==> src/hdl/atbf_pkg.sv <==
package atbf_pkg;

  typedef enum logic [2:0] {
    OP_VIDEO_WRITE   = 3'd0,
    OP_PALETTE_WRITE = 3'd1,
    OP_LOAD_REF      = 3'd2,
    OP_DRAW          = 3'd3,
    OP_END_LINE      = 3'd4
  } opcode_t;

  typedef enum logic [2:0] {
    REG_MAP_BASE    = 3'd0,
    REG_TILE_BASE   = 3'd1,
    REG_MAP_SIZE    = 3'd2,
    REG_WRAP        = 3'd3,
    REG_X_STEP_PIX  = 3'd4,
    REG_Y_STEP_PIX  = 3'd5,
    REG_X_STEP_LINE = 3'd6,
    REG_Y_STEP_LINE = 3'd7
  } reg_index_t;

  localparam int CFG_INDEX_WIDTH = 4;

  typedef struct packed {
    logic [2:0]         opcode;
    logic [14:0]        mem_address;
    logic [15:0]        mem_data;
    logic signed [27:0] ref_x_value;
    logic signed [27:0] ref_y_value;
    logic [7:0]         pixel_x;
  } in_item_t;

  typedef struct packed {
    logic [14:0] colour;
    logic        transparent;
  } out_item_t;

  // Command passed from the front end to the fetch engine.
  typedef struct packed {
    logic        is_video_write;
    logic        is_palette_write;
    logic        is_draw;
    logic [14:0] mem_address;
    logic [15:0] mem_data;
    logic [7:0]  pixel_x;
    logic signed [27:0] ref_x;
    logic signed [27:0] ref_y;
  } cmd_t;

  typedef struct packed {
    logic [4:0]  map_base_block;
    logic [1:0]  tile_base_block;
    logic [1:0]  map_size_select;
    logic        wrap_enable;
    logic signed [15:0] x_step_per_pixel;
    logic signed [15:0] y_step_per_pixel;
  } fetch_cfg_t;

endpackage

==> src/hdl/atbf_cmd_queue.sv <==
module atbf_cmd_queue import atbf_pkg::*; (
  input  logic clk,
  input  logic rst,
  input  cmd_t wr_cmd,
  input  logic wr_valid,
  output logic wr_ready,
  output cmd_t rd_cmd,
  output logic rd_valid,
  input  logic rd_ready
);

  // Two-entry queue.
  cmd_t       slots [2];
  logic       wr_ptr;
  logic       rd_ptr;
  logic [1:0] count;
  logic       do_wr;
  logic       do_rd;

  assign wr_ready = (count != 2'd2);
  assign rd_valid = (count != 2'd0);
  assign rd_cmd   = slots[rd_ptr];
  assign do_wr    = wr_valid && wr_ready;
  assign do_rd    = rd_valid && rd_ready;

  always_ff @(posedge clk) begin
    if (do_wr) begin
      slots[wr_ptr] <= wr_cmd;
    end
  end

  always_ff @(posedge clk) begin
    if (rst) begin
      wr_ptr <= 1'b0;
      rd_ptr <= 1'b0;
      count  <= '0;
    end else begin
      if (do_wr) wr_ptr <= !wr_ptr;
      if (do_rd) rd_ptr <= !rd_ptr;
      count <= count + 2'(do_wr) - 2'(do_rd);
    end
  end

`ifndef ASSERT_OFF
  assert property (@(posedge clk) disable iff (rst) count <= 2'd2)
    else $error("queue count overflow");
  assert property (@(posedge clk) disable iff (rst)
    (do_wr && !do_rd) |=> count == $past(count) + 2'd1)
    else $error("queue count missed a write");
  assert property (@(posedge clk) disable iff (rst)
    (count == 2'd0) |-> (wr_ptr == rd_ptr))
    else $error("queue pointers disagree when empty");
`endif

endmodule

==> config.mk <==
export PLATFORM = sky130hd
export DESIGN_NAME = atbf_cmd_queue
export DESIGN_NICKNAME = d
export VERILOG_FILES = /design/src/hdl/atbf_pkg.sv /design/src/hdl/atbf_cmd_queue.sv
export SDC_FILE = /design/constraint.sdc
export NUM_CORES = 1
export LEC_CHECK = 0
export BUFFER_PORTS_ARGS = -buffer_cell sky130_fd_sc_hd__buf_2
export CORE_ASPECT_RATIO = 1.2
export CORE_MARGIN = 5
export CORE_UTILIZATION = 49
export DETAILED_ROUTE_END_ITERATION = 12
export MAX_ROUTING_LAYER = met4
export PLACE_DENSITY_LB_ADDON = 0.2
export SYNTH_ARGS = -nofsm -noshare
export SYNTH_HDL_FRONTEND = slang
export SYNTH_SLANG_ARGS = --single-unit
==> constraint.sdc <==
create_clock -name clk -period 9.3 [get_ports clk]
set_input_delay 0.93 -clock clk [delete_from_list [all_inputs] [get_ports clk]]
set_output_delay 0.93 -clock clk [all_outputs]
set_load 0.01 [all_outputs]
==> results.py <==
metrics = {
    "status": {
        "status": "finished, final reports clean",
    },
    "final_layout": {
        "final_nets": 652,
        "syn_to_final_growth_pct": 25.7,
        "postLayoutCellArea_sq_um": 9310,
        "drive_above_1_share": 0.600,
    },
    "clocking": {
        "cts_buffers": 20,
        "cts_tree": "built",
        "cts_sinks": 201,
        "cts_resized": 0,
        "cts.clk_slew.worst_paths_ns": 0.06,
        "postCtsHoldBufs": 0,
        "clk_latency_ns": 0.48,
        "cts-root-buf": "clkbuf_16",
        "cts.htree.levels": 1,
        "cts_setup_buffers": 0,
        "cts_buffer_depth": 3,
    },
    "sta": {
        "clock_skew_ns": 0.0114,
        "hold_viol_final": 0,
        "setup_tns_ns": 0,
        "grt_setup_unrepaired": "no",
        "drv_slew": 0,
        "setup_viol": 0,
        "tightest_slew_ns": 1.00,
        "slew_headroom": 0.331,
        "fmax_mhz": 282,
        "period_share": 0.381,
        "period_minus_slack_ns": 3.55,
    },
    "placed_design": {
        "placed_area_sq_um": 8620,
        "portBuffers": 201,
        "dpl.hpwl_microns": 9120,
        "place_congestion": 0.721,
    },
    "pwr": {
        "p_seq_frac": 0.474,
        "p_sw_uw": 572,
        "clkPwrFrac": 0.342,
        "switching_share": 0.237,
        "ir_drop_v": 0.000175,
        "finalPower_uw": 2420,
        "p_int_uw": 1840,
        "p_per_area_nw_per_um2": 259,
        "p_leak_uw": 0.00351,
        "share_comb_of_total_power": 0.184,
    },
    "synth": {
        "synth_warnings": 0,
        "syn_avg_cell_area_sq_um": 22.2,
        "syn_inst": 334,
        "synth_top_area_cell": "edfxtp_1",
        "ys_seq_elements": 201,
        "synthArstFlopShare": 0,
        "synth_nets": 437,
        "yosysMostFrequentCell": "edfxtp_1",
        "synthTopCellsByCount": "196 x edfxtp_1, 78 x mux2_2, 20 x mux2_4",
        "synth_top_area_share": 0.795,
        "synth-seq-area-share": 0.808,
        "mappedNetlistArea_sq_um": 7400,
        "synth_edf_count": 196,
        "synth.area.top_cells": "edfxtp_1 79%, mux2_2 12%, mux2_4 4.1%, dfxtp_1 1.4%, buf_6 0.61%",
        "yosysUniqueCellTypes": 24,
        "synth_top_flop_cell": "edfxtp_1",
    },
    "routing": {
        "drt_iter0_markers": 195,
        "dr_total_vias": 3752,
        "via_per_inst": 4.89,
        "ant_nets": 0,
        "drcViolationCount": 0,
        "wl_per_cell_microns": 17.8,
        "dr.pass1.iters": 4,
        "routed_wl_microns": 13700,
    },
    "global_route": {
        "use_met1": 0.168,
        "top_usage_layer": "met2",
        "antenna_found_initial": 1,
        "grt_max_degree": 75,
        "met2_usage": 0.282,
        "grt.overflow.total": 0,
        "grt_usage": 0.154,
        "use_met3": 0.0365,
        "grt_pass1_vias": 4131,
        "grt_first_pass_wirelength_microns": 20600,
    },
    "worst_setup_path": {
        "cp.arrival_ns": 2.62,
        "crit_path_end_kind": "output port",
        "critPathLaunchType": "flop",
        "crit_type": "flop to output port",
        "worstPathRequired_ns": 8.37,
        "path_max_fanout": 56,
    },
    "job": {
        "cap_violations": 0,
    },
    "hold_path": {
        "hp-class": "flop to flop",
    },
    "floorplanning": {
        "initial_utilization": 0.497,
        "die_x_microns": 122,
        "die-area_sq_um": 17700,
        "die_y_microns": 145,
        "ios": 202,
        "rows": 49,
        "core_sq_um": 14900,
    },
}
## routing by layer
metal | up-vias | part of all wire
met2 | 125 | 0.55
met5 | - | 0
met3 | 26 | 0.070
li1 | 1764 | -
met4 | 0 | 0.015
met1 | 1837 | 0.37
## cell type report
type	count	area, sq um
sequential	201	5990
fill	1090	5590
multi-input combinational	121	1340
timing repair buffer	204	1030
clock buffer	23	533
tap	204	255
clock inverter	12	154
inverter	1	6.26
antenna	1	2.50
## metrics by stage
step	setup slack, ns	util	hold slack (ns)	cells
detailed placement	6.17	0.579	0.494	731
CTS	5.66	0.625	0.528	766
floorplan	5.58	-	0.472	334
finish	5.75	0.625	0.519	767
global placement	6.21	0.579	0.487	731
global route	5.61	0.625	0.555	767
## cells in the final DEF (no fill, tap or decap), types with 3 or more instances in the layout
cell type,n
buf_2,201
edfxtp_1,196
mux2_2,78
clkbuf_16,21
mux2_4,20
clkinv_1,5
nor2_1,4
bufinv_16,4
dfxtp_1,4
clkinv_2,3
buf_4,3
## cell families (layout without fill, tap and decap cells)
group | Yosys count | count (layout) | share of synthesized area
DFF | 201 | 201 | 0.808
muxes | 98 | 98 | 0.159
and+or+nand+nor | 15 | 15 | 0.0123
buffers and inverters | 12 | 240 | 0.0113
AOI/OAI and AO/OA | 6 | 6 | 0.00591
adders and majority gates | 1 | 1 | 0.00169
xor gates and xnor gates | 1 | 1 | 0.00118
other | 0 | 1 | 0
## sequential cells by signal (all words and copies together), names as in the netlist, named ones only
| register | flops |
|---|---|
| count | 2 |
| rd_ptr | 1 |
| wr_ptr | 1 |
| slots | 196 |
## critical path, stage by stage (launching register included)
cell and delay, ns:
dfxtp_4 0.77, buf_4 0.72, mux2_2 0.43, buf_2 0.15
## power groups by stage
stage | clock (uW) | combinational (uW) | sequential, uW
floorplan | 0 | 311 | 1140
global placement | 0 | 449 | 1160
detailed placement | 0 | 455 | 1170
CTS | 850 | 456 | 1150
global route | 885 | 482 | 1160
finish | 825 | 445 | 1150
## worst paths after layout
check / start / to / slack, ns / cells after the start
max: flop / rd_cmd[13] / 5.75 / 3
min: rd_ptr / flop / 0.52 / 2
max reg2reg: count[0] / slots[0][3] / 6.90 / 4
min reg2reg: rd_ptr / flop / 0.52 / 2
(Power assumes the default switching activity.)
