<file path="config.mk">
export PLATFORM = sky130hd
export DESIGN_NAME = atbf_front
export DESIGN_NICKNAME = d
export VERILOG_FILES = /design/src/hdl/atbf_pkg.sv /design/src/hdl/atbf_front.sv
export SDC_FILE = /design/constraint.sdc
export NUM_CORES = 1
export LEC_CHECK = 0
export ABC_AREA = 1
export ABC_CLOCK_PERIOD_IN_PS = 5420
export BUFFER_PORTS_ARGS = -buffer_cell sky130_fd_sc_hd__buf_2
export CORE_MARGIN = 2
export CORE_UTILIZATION = 59
export CTS_BUF_LIST = sky130_fd_sc_hd__clkbuf_4 sky130_fd_sc_hd__clkbuf_8
export CTS_CLUSTER_SIZE = 30
export DETAILED_ROUTE_END_ITERATION = 6
export GPL_TIMING_DRIVEN = 0
export PLACE_DENSITY_LB_ADDON = 0.15
export SETUP_SLACK_MARGIN = 0.3
export SLEW_MARGIN = 15
export SYNTH_ARGS = -nofsm -noshare
export SYNTH_HDL_FRONTEND = slang
export SYNTH_SLANG_ARGS = --single-unit
</file>
<file path="constraint.sdc">
create_clock -name clk -period 5.42 [get_ports clk]
set_clock_uncertainty 0.2 [all_clocks]
set_input_delay 1.084 -clock clk [delete_from_list [all_inputs] [get_ports clk]]
set_output_delay 1.084 -clock clk [all_outputs]
set_load 0.03 [all_outputs]
</file>
<file path="src/hdl/atbf_pkg.sv">
package atbf_pkg;

  typedef enum logic [2:0] {
    OP_VIDEO_WRITE   = 3'd0,
    OP_PALETTE_WRITE = 3'd1,
    OP_LOAD_REF      = 3'd2,
    OP_DRAW          = 3'd3,
    OP_END_LINE      = 3'd4
  } opcode_t;

  typedef enum logic [2:0] {
    REG_MAP_BASE    = 3'd0,
    REG_TILE_BASE   = 3'd1,
    REG_MAP_SIZE    = 3'd2,
    REG_WRAP        = 3'd3,
    REG_X_STEP_PIX  = 3'd4,
    REG_Y_STEP_PIX  = 3'd5,
    REG_X_STEP_LINE = 3'd6,
    REG_Y_STEP_LINE = 3'd7
  } reg_index_t;

  localparam int CFG_INDEX_WIDTH = 4;

  typedef struct packed {
    logic [2:0]         opcode;
    logic [14:0]        mem_address;
    logic [15:0]        mem_data;
    logic signed [27:0] ref_x_value;
    logic signed [27:0] ref_y_value;
    logic [7:0]         pixel_x;
  } in_item_t;

  typedef struct packed {
    logic [14:0] colour;
    logic        transparent;
  } out_item_t;

  // Command passed from the front end to the fetch engine.
  typedef struct packed {
    logic        is_video_write;
    logic        is_palette_write;
    logic        is_draw;
    logic [14:0] mem_address;
    logic [15:0] mem_data;
    logic [7:0]  pixel_x;
    logic signed [27:0] ref_x;
    logic signed [27:0] ref_y;
  } cmd_t;

  typedef struct packed {
    logic [4:0]  map_base_block;
    logic [1:0]  tile_base_block;
    logic [1:0]  map_size_select;
    logic        wrap_enable;
    logic signed [15:0] x_step_per_pixel;
    logic signed [15:0] y_step_per_pixel;
  } fetch_cfg_t;

endpackage

</file>
<file path="src/hdl/atbf_front.sv">
module atbf_front import atbf_pkg::*; (
  input  logic                       clk,
  input  logic                       rst,
  input  logic                       push,
  output logic                       full,
  input  in_item_t                   in_item,
  input  logic                       cfg_valid,
  output logic                       cfg_ready,
  input  logic [CFG_INDEX_WIDTH-1:0] cfg_index,
  input  logic [15:0]                cfg_data,
  output cmd_t                       cmd,
  output logic                       cmd_valid,
  input  logic                       cmd_ready,
  output fetch_cfg_t                 fetch_cfg
);

  logic signed [27:0] reference_x;
  logic signed [27:0] reference_y;
  logic signed [15:0] x_step_per_line;
  logic signed [15:0] y_step_per_line;
  logic               accept;
  opcode_t            op;

  assign op        = opcode_t'(in_item.opcode);
  assign full      = !cmd_ready;
  assign accept    = push && cmd_ready;
  assign cfg_ready = 1'b1;

  // Every accepted item goes down; unused opcodes become no-ops.
  assign cmd_valid            = accept;
  assign cmd.is_video_write   = (op == OP_VIDEO_WRITE);
  assign cmd.is_palette_write = (op == OP_PALETTE_WRITE);
  assign cmd.is_draw          = (op == OP_DRAW);
  assign cmd.mem_address      = in_item.mem_address;
  assign cmd.mem_data         = in_item.mem_data;
  assign cmd.pixel_x          = in_item.pixel_x;
  assign cmd.ref_x            = reference_x;
  assign cmd.ref_y            = reference_y;

  always_ff @(posedge clk) begin
    if (rst) begin
      reference_x <= '0;
      reference_y <= '0;
    end else if (accept) begin
      if (op == OP_LOAD_REF) begin
        reference_x <= in_item.ref_x_value;
        reference_y <= in_item.ref_y_value;
      end else if (op == OP_END_LINE) begin
        reference_x <= reference_x + 28'(x_step_per_line);
        reference_y <= reference_y + 28'(y_step_per_line);
      end
    end
  end

  always_ff @(posedge clk) begin
    if (rst) begin
      fetch_cfg.map_base_block   <= '0;
      fetch_cfg.tile_base_block  <= '0;
      fetch_cfg.map_size_select  <= '0;
      fetch_cfg.wrap_enable      <= 1'b0;
      fetch_cfg.x_step_per_pixel <= 16'sd256;
      fetch_cfg.y_step_per_pixel <= '0;
      x_step_per_line            <= '0;
      y_step_per_line            <= 16'sd256;
    end else if (cfg_valid && cfg_index[CFG_INDEX_WIDTH-1] == 1'b0) begin
      unique case (reg_index_t'(cfg_index[2:0]))
        REG_MAP_BASE:    fetch_cfg.map_base_block   <= cfg_data[4:0];
        REG_TILE_BASE:   fetch_cfg.tile_base_block  <= cfg_data[1:0];
        REG_MAP_SIZE:    fetch_cfg.map_size_select  <= cfg_data[1:0];
        REG_WRAP:        fetch_cfg.wrap_enable      <= cfg_data[0];
        REG_X_STEP_PIX:  fetch_cfg.x_step_per_pixel <= cfg_data;
        REG_Y_STEP_PIX:  fetch_cfg.y_step_per_pixel <= cfg_data;
        REG_X_STEP_LINE: x_step_per_line            <= cfg_data;
        REG_Y_STEP_LINE: y_step_per_line            <= cfg_data;
        default: ;
      endcase
    end
  end

endmodule

</file>
==> metrics list <==
- Dividing the synthesized area by the synthesized cell count gives 6.02 sq um.
* Core Rows: 46
- Measured against its own limit, the worst slew margin works out to ~46%.
- Inserted Clock Buffers: 17
- Worst slew pin tran: 817 ps
- 0 antenna diodes ended up in the layout.
* Filler cell count: 1501
- The clock drives 130 sinks.
- In this run the vertical extent of the chip is around 130 um.
* Startpoint class of the critical path: input port
* Count of port buffers added during placement: 224
- For this run the aggregate overflow at the end of global routing stands at 0.
* Number of cells produced by synthesis: ~1600
* R2R Path Start: x_step_per_line[15]
* Total global-route track usage: 34.4%
- Clock-pin slew was measured on the worst setup and hold paths at 90 ps.
- Area enclosed by the die boundary: between 0.015 and 0.02 sq mm
- In this run the static leakage power is 0.00645 uW.
- Of all nets on the critical path, the largest fanout is 3.
- Number of warning messages in the yosys log: 0
* Clock insertion delay at the later pin of the skew report: 460 ps
- The pre-antenna-repair detailed-routing pass consisted of 7 iterations.
- After layout, the design draws a total of 2170 uW.
* Initial Util: 59.9%
- Drc violations: 5
- Largest net degree at the start of global routing: 17
- Across the run, the number of max-cap violations was 0.
- In the final design database the tool counted 1993 nets.
- Global-route wire length before repair: 45.7 mm
- Synthesized netlist net count: about 1800
- Counting tap cells, the placed design contains a total of slightly above 2000 instances.
* Maximum clock insertion buffer count: 2
* Post-CTS Setup Inserts: 0
* Total power divided by cell area: 193 mW/mm^2
- The number of global-route vias before repair is 9446.
- The tree is rooted in a sky130_fd_sc_hd__clkbuf_8.
* Number of distinct library cells after synthesis: 35
- Fraction of layout cells with a size suffix above 1: a little under a fifth
- Timing-limited maximum frequency: 0.338 GHz
- The routed design has 29.6 mm of wire.
- IR analysis of the VDD net gives a maximum drop of about 0.18 mV.
- R2r worst-path depth: 11
- The die is 131 um wide.
- For hold timing, the worst endpoint is fetch_cfg[32].
- Fraction of the yosys area taken by sequential cells: between 20% and 30%
- Detailed-route wire length per cell: 14.5 um
- The number of gates resized after CTS was 0.
- TritonCTS built the clock tree.
- In this run, post-CTS hold repair placed 0 buffers.
* Area of the multi-input gates: 0.00555 sq mm
- Worst hold-check path type: flip-flop to flip-flop
- FF+latch count, synth: between 100 and 150
- Worst path arrival time: between 1500 and 2000 ps
- In this run the number of H-tree levels came out at 4.
* Worst setup path class: input port to output pin
* Post-layout min period: just under 3000 ps
* Result of the run: finished with violations
- Summed negative setup slack over all endpoints: 0 ps
- Final Cycle Share: 54.6%
* Antenna viol nets, final: 0
- The total count of hold-check failures in the final report is 0.
- Ratio of routed vias to standard cells: 5.16
* Number of ports placed on the die boundary: roughly 270
- Post-Syn Area: ~0.0095 sq mm
- From synthesis to final layout, the design area changed by 18.8%.
* Sequential cell area: around 0.0026 sq mm
- The first routing iteration left 816 violations.
- Final instance count without filler cells: 2043
- Number of failing setup endpoints in the final timing report: 0
* Element type at the critical path end: output pin
* Gpl congestion: 0.942
* Reg2Reg Setup Slack: approximately 2900 ps
* Vias: 10500
- Core area: 0.0158 sq mm
- The startpoint identified for the worst hold timing path is fetch_cfg[32].
- Final-report max-slew violation count: 0
- RSZ-0062 raised after global routing: false
- The number of antenna violations at the first check in global routing was 0.
- Worst reg2reg endpoint: reference_x[25]
- Post-detailed-placement half-perimeter wirelength: approximately 24 mm
- The checks that failed: design-rule violations.
* WHS Path Cells: 2
- Required @ worst endpoint: around 4100 ps
[state kept, by name (all words and copies together), names as in the netlist]
name	flops
reference_y	28
y_step_per_line	16
reference_x	28
fetch_cfg	42
x_step_per_line	16
[critical path, cell delays in order]
cell and delay (ps):
sky130_fd_sc_hd__buf_2 100, sky130_fd_sc_hd__inv_1 60, sky130_fd_sc_hd__nor3_1 200, sky130_fd_sc_hd__buf_2 240
[cells by family (layout without fill, tap and decap cells)]
| logic type | after synthesis | in the layout | synth area share [%] |
|---|---|---|---|
| xor+xnor | 30 | 30 | 2.78 |
| fa+ha+maj | 56 | 56 | 7.57 |
| buf+inv | 290 | 546 | 13.7 |
| compound gates | 241 | 241 | 13.1 |
| other cells | 1 | 1 | 0.0397 |
| simple gates | 823 | 823 | 35.2 |
| flops | 130 | 130 | 27.5 |
[cell usage after synthesis (all sizes together)]
cell / number / area share (%)
a21o: 2 / 0.16
a21oi: 121 / 6.4
and2: 2 / 0.13
buf: 57 / 4.2
clkbuf: 26 / 1.2
conb: 1 / 0.040
dfxtp: 130 / 28
dlygate4sd1: 1 / 0.093
dlymetal6s2s: 1 / 0.13
fa: 2 / 0.42
ha: 54 / 7.1
inv: 205 / 8.1
nand2: 445 / 18
nand3: 77 / 4.5
nand3b: 1 / 0.079
nand4: 15 / 1.1
nor2: 281 / 11
nor3: 2 / 0.16
o21ai: 110 / 5.9
o21bai: 8 / 0.68
xnor2: 4 / 0.37
xor2: 26 / 2.4
[where the power goes]
part	switching [uW]	internal [uW]	leakage (uW)
Combinational	220	116	0.00521
Clock	459	383	0.000188
Sequential	18.5	976	0.00105
[area by class of cell]
type                       instances  area share (%)
inverter                         205            6.85
multi-input combinational       1151            49.4
buffer                            85            4.71
tap                              216            2.41
sequential                       130            23.2
clock inverter                    14            1.27
timing repair buffer             224            9.99
clock buffer                      18            2.15
[through the flow]
step / utilization, % / hold slack [ps] / setup WS, ps / cell area (sq um)
final: 71.2 / 286 / 2460 / 11200
after detailed placement: 68.8 / 254 / 2470 / 10800
after global routing: 71.2 / 305 / 2390 / 11200
after CTS: 71.2 / 276 / 2470 / 11200
after global placement: 68.8 / 233 / 2490 / 10800
after floorplan: - / 233 / 2320 / 9450
[worst max path at each step]
| stage | cells past startpoint | startpoint | endpoint |
|---|---|---|---|
| final | 4 | in_item[96] | cmd[95] |
| after global routing | 5 | in_item[97] | cmd[97] |
| after CTS | 5 | in_item[97] | cmd[97] |
| after detailed placement | 5 | in_item[97] | cmd[97] |
| after global placement | 5 | in_item[97] | cmd[97] |
| after floorplan | 2 | in_item[96] | cmd[95] |
[cells in the final DEF (no fill, tap or decap), types with 2 or more instances in the layout]
master                       Yosys  routed
sky130_fd_sc_hd__inv_1         200     200
sky130_fd_sc_hd__fa_1            2       2
sky130_fd_sc_hd__o21ai_1         5       5
sky130_fd_sc_hd__o21ai_2         2       2
sky130_fd_sc_hd__buf_2          15     239
sky130_fd_sc_hd__dfxtp_1       130     130
sky130_fd_sc_hd__clkbuf_1       23      23
sky130_fd_sc_hd__nor2_1        271     271
sky130_fd_sc_hd__inv_2           5       5
sky130_fd_sc_hd__nand2_1       439     439
sky130_fd_sc_hd__a21o_1          2       2
sky130_fd_sc_hd__buf_4          40      40
sky130_fd_sc_hd__nor2_2         10      10
sky130_fd_sc_hd__clkbuf_2        2       2
sky130_fd_sc_hd__clkinvlp_4      0       3
sky130_fd_sc_hd__ha_1           54      54
sky130_fd_sc_hd__clkbuf_8        1      18
sky130_fd_sc_hd__o21ai_0       103     103
sky130_fd_sc_hd__xnor2_1         4       4
sky130_fd_sc_hd__nand3_1        69      69
sky130_fd_sc_hd__nand4_1        14      14
sky130_fd_sc_hd__a21oi_1       121     121
sky130_fd_sc_hd__nand2_2         6       6
sky130_fd_sc_hd__and2_1          2       2
sky130_fd_sc_hd__o21bai_1        7       7
sky130_fd_sc_hd__buf_6           2       2
sky130_fd_sc_hd__nand3_2         8       8
sky130_fd_sc_hd__xor2_1         26      26
sky130_fd_sc_hd__inv_6           0       8
[routing by layer]
layer,global-route usage [%],part of all wire (%),vias up
met3,7.41,9.0,48
li1,-,-,5362
met2,57.1,46,441
met1,44.9,43,4695
met5,0,0,-
met4,10.5,2.1,0
Note: power is estimated with default switching activity, not from simulation.
